--- config.mk ---
export PLATFORM = sky130hd
export DESIGN_NAME = bmp_stream_to_rgb565_core
export DESIGN_NICKNAME = d
export VERILOG_FILES = /design/src/hdl/bmp565_pkg.sv /design/src/hdl/bmp_stream_to_rgb565_core.sv
export SDC_FILE = /design/constraint.sdc
export NUM_CORES = 1
export LEC_CHECK = 0
export ABC_AREA = 1
export BUFFER_PORTS_ARGS = -buffer_cell sky130_fd_sc_hd__buf_4
export CAP_MARGIN = 20
export CORE_ASPECT_RATIO = 0.6
export CORE_MARGIN = 3
export CORE_UTILIZATION = 50
export CTS_CLUSTER_DIAMETER = 30
export DETAILED_ROUTE_END_ITERATION = 16
export GPL_TIMING_DRIVEN = 0
export PLACE_DENSITY = 0.66
export SLEW_MARGIN = 25
export SYNTH_ARGS = -nofsm -noshare
export SYNTH_HDL_FRONTEND = slang
export SYNTH_SLANG_ARGS = --single-unit
--- constraint.sdc ---
create_clock -name clock -period 14.9 [get_ports clock]
set_input_delay 0 -clock clock [delete_from_list [all_inputs] [get_ports clock]]
set_output_delay 0 -clock clock [all_outputs]
set_load 0.01 [all_outputs]
--- src/hdl/bmp565_pkg.sv ---
// ---------------------------------------------------------------------------
// bmp565_pkg
// Word types, result kinds and header constants of the BMP stream decoder.
// ---------------------------------------------------------------------------
package bmp565_pkg;

   // header layout
   localparam int unsigned HEADER_BYTES = 54;
   localparam logic [5:0]  HDR_LAST_POS      = 6'(HEADER_BYTES - 1);
   localparam logic [5:0]  HDR_WIDTH_POS     = 6'd18;
   localparam logic [5:0]  HDR_HEIGHT_LO_POS = 6'd22;
   localparam logic [5:0]  HDR_HEIGHT_HI_POS = 6'd23;
   localparam logic [5:0]  HDR_DEPTH_POS     = 6'd28;

   // result kinds
   localparam logic [1:0] KIND_WINDOW = 2'd0;
   localparam logic [1:0] KIND_PIXEL  = 2'd1;
   localparam logic [1:0] KIND_ERROR  = 2'd2;

   // csr indexes
   localparam logic CSR_SCREEN_WIDTH  = 1'b0;
   localparam logic CSR_SCREEN_HEIGHT = 1'b1;

   localparam logic [9:0] SCREEN_WIDTH_RESET  = 10'd240;
   localparam logic [9:0] SCREEN_HEIGHT_RESET = 10'd320;

   typedef struct packed {
      logic [7:0] data_byte;
      logic       file_start;
   } req_word_type;

   typedef struct packed {
      logic [1:0]  kind;
      logic [15:0] pixel;
      logic [9:0]  x_start;
      logic [9:0]  y_start;
      logic [7:0]  image_width;
      logic [15:0] image_height;
      logic        last;
   } rsp_word_type;

endpackage

--- src/hdl/bmp_stream_to_rgb565_core.sv ---
// ---------------------------------------------------------------------------
// bmp_stream_to_rgb565_core
// Byte-serial BMP decoder: header capture, centred window setup, RGB565 out.
// ---------------------------------------------------------------------------
// Result words are registered; the skid entry holds one while rsp is stalled.
// Throughput: one byte per cycle unless stalled; the whole decode step sits
//   between request handshake and output register, backed by one skid entry.
// req_stall rises only while the skid entry is occupied.
// Reset (synchronous, active high): decoder state cleared, output empty,
//   screen size back to 240 x 320.
// ---------------------------------------------------------------------------
module bmp_stream_to_rgb565_core
   import bmp565_pkg::*;
(
   input  logic         clock,
   input  logic         reset,
   // byte stream in
   input  logic         req_valid,
   output logic         req_stall,
   input  req_word_type req_data,
   // result words out
   output logic         rsp_valid,
   input  logic         rsp_stall,
   output rsp_word_type rsp_data,
   // register writes
   input  logic         csr_wr_en,
   input  logic         csr_index,
   input  logic [9:0]   csr_wdata
);

   // screen size registers
   logic [9:0]  screen_width_ff,  screen_width_in;
   logic [9:0]  screen_height_ff, screen_height_in;

   // decoder state
   logic [5:0]  byte_offset_ff,  byte_offset_in;
   logic [7:0]  hdr_width_ff,    hdr_width_in;
   logic [15:0] hdr_height_ff,   hdr_height_in;
   logic [4:0]  bpp_ff,          bpp_in;
   logic [4:0]  byte_phase_ff,   byte_phase_in;
   logic [15:0] pixel_accum_ff,  pixel_accum_in;
   logic [23:0] pixel_count_ff,  pixel_count_in;
   logic [23:0] pixel_total_ff,  pixel_total_in;
   logic        finished_ff,     finished_in;

   // output register and skid entry
   logic         out_valid_ff,  out_valid_in;
   rsp_word_type out_word_ff,   out_word_in;
   logic         skid_valid_ff, skid_valid_in;
   rsp_word_type skid_word_ff,  skid_word_in;

   logic         accept;
   logic         take_out;
   logic         emit;
   rsp_word_type res;

   // state as seen by this byte: file_start wipes it first
   logic [5:0]  cur_offset;
   logic [7:0]  cur_width;
   logic [15:0] cur_height;
   logic [4:0]  cur_bpp;
   logic [4:0]  cur_phase;
   logic [15:0] cur_accum;
   logic [23:0] cur_count;
   logic [23:0] cur_total;
   logic        cur_finished;

   logic [7:0]  b;
   logic [4:0]  phase_next;
   logic [23:0] count_next;
   logic [15:0] accum_next;
   logic [23:0] area;
   logic [9:0]  x_centre, y_centre;
   logic [10:0] x_diff;
   logic [16:0] y_diff;

   assign accept    = req_valid && !req_stall;
   assign take_out  = out_valid_ff && !rsp_stall;
   assign req_stall = skid_valid_ff;
   assign rsp_valid = out_valid_ff;
   assign rsp_data  = out_word_ff;

   assign b = req_data.data_byte;

   always_comb begin
      if (req_data.file_start) begin
         cur_offset   = '0;
         cur_width    = '0;
         cur_height   = '0;
         cur_bpp      = '0;
         cur_phase    = '0;
         cur_accum    = '0;
         cur_count    = '0;
         cur_total    = '0;
         cur_finished = 1'b0;
      end else begin
         cur_offset   = byte_offset_ff;
         cur_width    = hdr_width_ff;
         cur_height   = hdr_height_ff;
         cur_bpp      = bpp_ff;
         cur_phase    = byte_phase_ff;
         cur_accum    = pixel_accum_ff;
         cur_count    = pixel_count_ff;
         cur_total    = pixel_total_ff;
         cur_finished = finished_ff;
      end
   end

   // header sizes are final by the last header byte, so the window math
   // works on the stored values
   assign area   = 24'(cur_width * cur_height);
   assign x_diff = {1'b0, screen_width_ff} - {3'b0, cur_width};
   assign y_diff = {7'b0, screen_height_ff} - {1'b0, cur_height};
   assign x_centre = ({2'b0, cur_width} < screen_width_ff) ? x_diff[10:1] : '0;
   assign y_centre = (cur_height < {6'b0, screen_height_ff}) ? y_diff[10:1] : '0;

   // pixel assembly
   assign phase_next = cur_phase + 5'd1;
   assign count_next = cur_count + 24'd1;

   always_comb begin
      accum_next = cur_accum;
      case (cur_bpp)
         5'd2: begin
            // 555 little endian: widen green to six bits
            if (cur_phase == 5'd0)
               accum_next = {7'b0, b[7:5], 1'b0, b[4:0]};
            else if (cur_phase == 5'd1)
               accum_next = cur_accum + {b[6:0], 9'b0};
         end
         5'd3: begin
            // B, G, R byte order
            if (cur_phase == 5'd0)
               accum_next = {11'b0, b[7:3]};
            else if (cur_phase == 5'd1)
               accum_next = cur_accum + {5'b0, b[7:2], 5'b0};
            else if (cur_phase == 5'd2)
               accum_next = cur_accum + {b[7:3], 11'b0};
         end
         default: accum_next = cur_accum;
      endcase
   end

   // decode step
   always_comb begin
      byte_offset_in = byte_offset_ff;
      hdr_width_in   = hdr_width_ff;
      hdr_height_in  = hdr_height_ff;
      bpp_in         = bpp_ff;
      byte_phase_in  = byte_phase_ff;
      pixel_accum_in = pixel_accum_ff;
      pixel_count_in = pixel_count_ff;
      pixel_total_in = pixel_total_ff;
      finished_in    = finished_ff;
      emit           = 1'b0;
      res            = '0;
      res.image_width  = cur_width;
      res.image_height = cur_height;

      if (accept) begin
         byte_offset_in = cur_offset;
         hdr_width_in   = cur_width;
         hdr_height_in  = cur_height;
         bpp_in         = cur_bpp;
         byte_phase_in  = cur_phase;
         pixel_accum_in = cur_accum;
         pixel_count_in = cur_count;
         pixel_total_in = cur_total;
         finished_in    = cur_finished;

         if (!cur_finished) begin
            if (cur_offset < 6'(HEADER_BYTES)) begin
               case (cur_offset)
                  HDR_WIDTH_POS:     hdr_width_in = b;
                  HDR_HEIGHT_LO_POS: hdr_height_in = {cur_height[15:8], b};
                  HDR_HEIGHT_HI_POS: hdr_height_in = {b, cur_height[7:0]};
                  HDR_DEPTH_POS:     bpp_in = b[7:3];
                  default:           hdr_width_in = cur_width;
               endcase
               byte_offset_in = cur_offset + 6'd1;
               if (cur_offset == HDR_LAST_POS) begin
                  pixel_total_in = area;
                  pixel_count_in = '0;
                  pixel_accum_in = '0;
                  byte_phase_in  = '0;
                  emit           = 1'b1;
                  if (cur_width == '0 || cur_height == '0 || cur_bpp == '0) begin
                     // bad header: stop until the next file
                     finished_in = 1'b1;
                     res.kind    = KIND_ERROR;
                  end else begin
                     res.kind    = KIND_WINDOW;
                     res.x_start = x_centre;
                     res.y_start = y_centre;
                  end
               end
            end else begin
               if (phase_next == cur_bpp) begin
                  emit           = 1'b1;
                  pixel_count_in = count_next;
                  pixel_accum_in = '0;
                  byte_phase_in  = '0;
                  res.kind       = KIND_PIXEL;
                  res.pixel      = accum_next;
                  res.last       = (count_next == cur_total);
                  if (count_next == cur_total)
                     finished_in = 1'b1;
               end else begin
                  pixel_accum_in = accum_next;
                  byte_phase_in  = phase_next;
               end
            end
         end
      end
   end

   // output register with one skid entry behind it
   always_comb begin
      out_valid_in  = out_valid_ff;
      out_word_in   = out_word_ff;
      skid_valid_in = skid_valid_ff;
      skid_word_in  = skid_word_ff;
      if (!out_valid_ff || take_out) begin
         if (skid_valid_ff) begin
            // no byte is taken while the skid entry is full
            out_valid_in  = 1'b1;
            out_word_in   = skid_word_ff;
            skid_valid_in = 1'b0;
         end else begin
            out_valid_in = emit;
            out_word_in  = res;
         end
      end else if (emit) begin
         skid_valid_in = 1'b1;
         skid_word_in  = res;
      end
   end

   // register writes
   always_comb begin
      screen_width_in  = screen_width_ff;
      screen_height_in = screen_height_ff;
      if (csr_wr_en) begin
         case (csr_index)
            CSR_SCREEN_WIDTH:  screen_width_in  = csr_wdata;
            CSR_SCREEN_HEIGHT: screen_height_in = csr_wdata;
            default:           screen_width_in  = screen_width_ff;
         endcase
      end
   end

   always_ff @(posedge clock) begin
      if (reset) begin
         screen_width_ff  <= SCREEN_WIDTH_RESET;
         screen_height_ff <= SCREEN_HEIGHT_RESET;
         byte_offset_ff   <= '0;
         hdr_width_ff     <= '0;
         hdr_height_ff    <= '0;
         bpp_ff           <= '0;
         byte_phase_ff    <= '0;
         pixel_accum_ff   <= '0;
         pixel_count_ff   <= '0;
         pixel_total_ff   <= '0;
         finished_ff      <= 1'b0;
         out_valid_ff     <= 1'b0;
         skid_valid_ff    <= 1'b0;
      end else begin
         screen_width_ff  <= screen_width_in;
         screen_height_ff <= screen_height_in;
         byte_offset_ff   <= byte_offset_in;
         hdr_width_ff     <= hdr_width_in;
         hdr_height_ff    <= hdr_height_in;
         bpp_ff           <= bpp_in;
         byte_phase_ff    <= byte_phase_in;
         pixel_accum_ff   <= pixel_accum_in;
         pixel_count_ff   <= pixel_count_in;
         pixel_total_ff   <= pixel_total_in;
         finished_ff      <= finished_in;
         out_valid_ff     <= out_valid_in;
         skid_valid_ff    <= skid_valid_in;
      end
   end

   // payload, no reset needed
   always_ff @(posedge clock) begin
      out_word_ff  <= out_word_in;
      skid_word_ff <= skid_word_in;
   end

endmodule

* Word level (Yosys, flattened, before mapping)
Cells that the tools add are included.
W data, S select, Z words.
** Storage, ports and cells
- Logic and storage cells :: 138
- Memories kept :: 0
- Bits of input ports :: 25
- RAM bits :: 0
- Register bits :: 253
- Latch bits :: 0
- ROM bits :: 0
** Operators by class
- Add/sub/neg operators :: 8
- Order comparisons :: 3
- Bitwise gates (word level) :: 2
- Shift-type cells :: 0
- Reduce and logical (&&, ||, !) cells :: 16
- Equality and inequality tests :: 11
- Div/mod/pow operators :: 0
- Multipliers :: 1
- Multiplexer cells :: 70
** Operators with widths (number)
- $mux W16 :: 14
- $mux W24 :: 9
- $mux W38 :: 2
- $pmux W16 S2 :: 2
- $mux W63 :: 1
- $mux W20 :: 3
- $mux W5 :: 9
- $add A16 B16 Y16 :: 2
- $mux W8 :: 4
- $add A24 B1 Y24 const B :: 1
- $eq A24 B24 Y1 :: 1
- $eq A6 B5 Y1 const B :: 4
- $mul A8 B16 Y24 :: 1
- $mux W10 :: 2
- $mux W6 :: 3
- $mux W1 :: 17
- $mux W17 :: 1
- $add A16 B11 Y16 :: 1
- $logic_not A16 Y1 :: 1
- $lt A16 B10 Y1 :: 1
- $eq A5 B2 Y1 const B :: 3
- $sub A10 B11 Y11 :: 1
- $sub A10 B8 Y11 :: 1
- $logic_not A5 Y1 :: 2
- other kinds (15) :: 25

* Depth between registers and ports, before layout
- Depth after elaboration :: 11
- Depth in mapped cells :: 27
- Mapped depth without buffers :: 24

* Worst setup path after synthesis
No wires, ideal clock.
- Path kind :: in2reg
- Start :: input req_data[0] in the netlist's numbering
- End :: register skid_word_ff[0] in the netlist's numbering (enable)
- Path slack :: 8.732 ns
- Data required time :: 14.395 ns
- Stages :: 22
- Library setup time :: 0.505 ns
- Data arrival time :: 5.664 ns
- Path through :: buf_6 > buf_6 > buf_6 > buf_2 > buf_1 > buf_2 > nor2_1 > inv_1 > ha_1 > inv_1 > nand2_1 > nand2_1 > nor2_1 > nand2_1 > nor2_1 > nand2_2 > nor2_2 > inv_1 > nor2_2 > inv_1 > buf_2 > a21oi_1
** Between the ends
- Word-level cells in the longest chain between the ends :: 8
** RTL lines
- start, declared :: RTL line bmp_stream_to_rgb565_core.sv:20 : input req_word_type req_data,
- $mux W5 :: RTL line bmp_stream_to_rgb565_core.sv:86 : if (req_data.file_start) begin
- $add A5 B1 Y5 :: RTL line bmp_stream_to_rgb565_core.sv:118 : assign phase_next = cur_phase + 5'd1;
- $eq A5 B5 Y1 :: RTL line bmp_stream_to_rgb565_core.sv:198 : if (phase_next == cur_bpp) begin
- $mux W1 :: RTL line bmp_stream_to_rgb565_core.sv:198
- $mux W1 :: RTL line bmp_stream_to_rgb565_core.sv:172 : if (cur_offset < 6'(HEADER_BYTES)) begin
- $mux W1 (*) :: RTL line bmp_stream_to_rgb565_core.sv:171 : if (!cur_finished) begin
- $mux W1 (*) :: RTL line bmp_stream_to_rgb565_core.sv:160 : if (accept) begin
- $reduce_and A2 Y1 (no line) (*)
- end signal, assigned :: RTL line bmp_stream_to_rgb565_core.sv:287 : skid_word_ff <= skid_word_in;
- end, declared :: RTL line bmp_stream_to_rgb565_core.sv:50 : rsp_word_type skid_word_ff, skid_word_in;
Mark *: on every way between the ends. The rest lies on a longest branch, timed or not.
A chain may end at the register's enable or synchronous reset.

* Final worst setup path
- Start :: register hdr_width_ff[7]
- End :: register pixel_total_ff[18]
** Between the ends
- Word-level cells in the longest chain between the ends :: 5
** RTL lines
- start, declared :: RTL line bmp_stream_to_rgb565_core.sv:37 : logic [7:0] hdr_width_ff, hdr_width_in;
- start signal, assigned :: RTL line bmp_stream_to_rgb565_core.sv:271 : hdr_width_ff <= hdr_width_in;
- $mux W8 :: RTL line bmp_stream_to_rgb565_core.sv:86
- named net cur_width[7] :: RTL line bmp_stream_to_rgb565_core.sv:59 : logic [7:0] cur_width;
- $mul A8 B16 Y24 :: RTL line bmp_stream_to_rgb565_core.sv:111 : assign area = 24'(cur_width * cur_height);
- $mux W24 :: RTL line bmp_stream_to_rgb565_core.sv:181 : if (cur_offset == HDR_LAST_POS) begin
- $mux W24 :: RTL line bmp_stream_to_rgb565_core.sv:172
- $mux W24 :: RTL line bmp_stream_to_rgb565_core.sv:171
- end signal, assigned :: RTL line bmp_stream_to_rgb565_core.sv:277 : pixel_total_ff <= pixel_total_in;
- end, declared :: RTL line bmp_stream_to_rgb565_core.sv:43 : logic [23:0] pixel_total_ff, pixel_total_in;
The timed path passes the listed nets, and every way through them passes these cells.

==> flow_summary.yaml <==
run_status:
  outcome: "finished, final reports clean"
clock_network:
  h-tree-depth: 2
  clock_path_buffers: 3
  clock_sinks: 253
  post_cts_resized: 0
  cts_buffers: 45
  cts_setup_buffers: 0
  root_buffer: "clkbuf_16"
  ctsHoldBuffers: 19
  tritoncts: "built"
  clock_latency_ns: 0.56
  clkTransAtPathRegs_ns: 0.06
global_routing:
  grt_pass1_wl_mm: 102
  antenna_found_initial: 1
  grt.total_usage_pct: 32.9
  grt_pass1_vias: 17757
  grt_max_degree: 51
  grt-ovfl-total: 0
finish:
  drive_gt1_share_pct: 9.12
  layout_common_cells: "nand2_1 (490), inv_1 (382), nor2_1 (319)"
  final_nets: 2868
  fin_area_mm2: 0.0221
  syn_to_final_growth_pct: 17.6
  final_common_cell: "nand2_1"
  num_antenna_cells: 0
floorplan:
  initial_utilization_pct: 51.1
  die_y_um: 156
  io_pins: 90
  die_area_mm2: 0.0400
  fp.dieW_um: 256
  num_rows: 54
  core_mm2: 0.0367
synth:
  synth.avg_cell_area_um2: 7.46
  synth-main-ff-cell: "dfxtp_1"
  async_reset_ff_share_pct: 0
  synth_cell_types: 63
  ys_warn_count: 0
  synth_edf_count: 126
  synth_area_mm2: 0.0188
  synth_seq_area_share_pct: 33.7
  syn_inst: 2513
  syn-num-nets: 2711
  yosys_register_bits: 253
placed_design:
  gp_congestion: 0.958
  port_buffers: 87
  dp_hpwl_mm: 51.2
  dpl-instance-area_mm2: 0.0202
pwr:
  power_switching_w: 0.000550
  swShare_pct: 25.9
  pwr-share-clk_pct: 54.3
  cellPowerDensity_mw_per_mm2: 96.5
  irDropWorstVdd_mv: 0.0784
  cellLeakagePower_nw: 9.84
  pwr-share-seq_pct: 35.5
  intPower_w: 0.00158
  comb_power_share_pct: 10.2
timing:
  max_freq_ghz: 0.165
  rsz0062_at_grt: "no"
  period_needed_ns: 6.06
  hold_violations: 0
  tightest_slew_ns: 1.02
  slew_headroom_pct: 31.3
  finalCritPeriodShare_pct: 40.7
  clock_skew_ns: 0.0169
  report.final.slew_viol_count: 0
  setup_viol: 0
  setup_tns_ns: 0
setup_path:
  path_class: "flop to flop"
  crit_path_end_kind: "flop"
  cp_max_fo: 10
  required_ns: 15.33
  worst_setup_path_start_kind: "flop"
  critPathArrivalTime_ns: 6.49
min_path:
  hold_path.class: "input port to flop"
flow_run:
  cap_viol_max_count: 0
route:
  wl_per_cell_um: 20.5
  routed_wl_mm: 65.8
  first_iter_violations: 2128
  ant_nets: 0
  firstDrtPassIters: 6
  drc: 0
  via_count: 18403
  vias_per_cell: 5.73
## synthesized netlist by cell type (12+ instances only)
master	instances	area share, %
a221oi_1	17	0.79
edfxtp_1	126	20
a21oi_1	168	4.5
o21ai_0	225	6.0
fa_1	88	9.4
nor2_2	12	0.40
o22ai_1	13	0.43
buf_2	13	0.35
xor2_1	26	1.2
o211ai_1	27	1.1
dfxtp_1	127	14
nand4_1	30	1.0
nand3_1	114	3.0
o21ai_1	16	0.43
a31oi_1	19	0.63
ha_1	85	5.7
nor2_1	319	6.4
nor3_1	16	0.43
clkbuf_1	68	1.4
nand2_1	491	9.8
a211oi_1	21	0.84
inv_1	382	7.6
## cell type report
cell class / instances / area, um2
fillers: 3420 / 14600
multi-input cells: 1772 / 10500
flip-flops and latches: 253 / 6330
inverters: 393 / 1480
clock buffers: 51 / 1180
repair buffers: 110 / 953
well taps: 504 / 631
clock inverters: 33 / 515
plain buffers: 95 / 453
## logic make-up (layout without fill, tap and decap cells)
family,Yosys count,count (layout),share of synthesized area (%)
buffers and inverters,488,682,10.3
AOI/OAI and AO/OA,530,530,15.7
xor gates and xnor gates,37,37,1.87
adders and majority gates,173,173,15.1
DFF,253,253,33.7
and+or+nand+nor,1032,1032,23.3
## routing by layer
metal | track usage (%) | vias to the layer above | routed length, um
met1 | 48.5 | 8783 | 30100
met4 | 7.37 | 0 | 1290
met5 | 0 | - | 0
li1 | - | 8571 | -
met3 | 8.65 | 101 | 7640
met2 | 48.6 | 948 | 26800
## through the flow
| stage | worst slack, ns | power [W] | utilization, % | instances | hold slack, ns |
|---|---|---|---|---|---|
| after floorplan | 8.73 | 0.000898 | - | 2513 | 0.113 |
| after global placement | 5.54 | 0.000970 | 54.6 | 3104 | 0.225 |
| after detailed placement | 9.01 | 0.000973 | 55.0 | 3108 | 0.236 |
| after CTS | 8.98 | 0.00213 | 60.1 | 3211 | 0.00145 |
| after global routing | 8.45 | 0.00219 | 60.1 | 3211 | 0.0414 |
| final | 8.84 | 0.00213 | 60.1 | 3211 | 0.0307 |
## registers in the layout (all words and copies together), names as in the netlist
register	cells
screen_width_ff	10
rsp_valid	1
pixel_count_ff	24
hdr_height_ff	16
skid_word_ff	63
screen_height_ff	10
byte_offset_ff	6
byte_phase_ff	5
pixel_total_ff	24
finished_ff	1
rsp_data	63
hdr_width_ff	8
bpp_ff	5
pixel_accum_ff	16
req_stall	1
## worst max-delay path, cell delays in order (launching register included)
cell and delay (ns):
dfxtp_1 0.31, inv_1 0.08, nor2_1 0.37, inv_1 0.29, clkbuf_1 0.37, nor2_1 0.35
fa_1 0.49, fa_1 0.55, fa_1 0.56, inv_1 0.06, fa_1 0.55, inv_1 0.04
ha_1 0.37, a21oi_1 0.28, o21a_1 0.15, nand2_1 0.07, a31oi_1 0.34, o21bai_1 0.15
nand2_1 0.08, nand2_1 0.06, or2_2 0.27, nand3_1 0.08, a21oi_1 0.07
## power groups by stage
stage | logic [W] | registers, W | clock network, W
detailed placement | 0.000205 | 0.000768 | 0
global route | 0.000237 | 0.000755 | 0.00120
finish | 0.000217 | 0.000755 | 0.00116
global placement | 0.000203 | 0.000767 | 0
CTS | 0.000211 | 0.000754 | 0.00116
floorplan | 0.000132 | 0.000765 | 0
## path summary, 6_finish.rpt
check | startpoint | end | slack [ns] | depth (start not counted)
max reg2reg | hdr_width_ff[7]$_SDFFE_PP0P_ | pixel_total_ff[18]$_SDFFE_PP0P_ | 8.84 | 22
min | reset | req_stall$_SDFFE_PP0P_ | 0.03 | 3
min reg2reg | pixel_accum_ff[8]$_SDFFE_PP0P_ | pixel_accum_ff[8]$_SDFFE_PP0P_ | 0.46 | 2
max | hdr_width_ff[7]$_SDFFE_PP0P_ | pixel_total_ff[18]$_SDFFE_PP0P_ | 8.84 | 22
(Power assumes the default switching activity.)
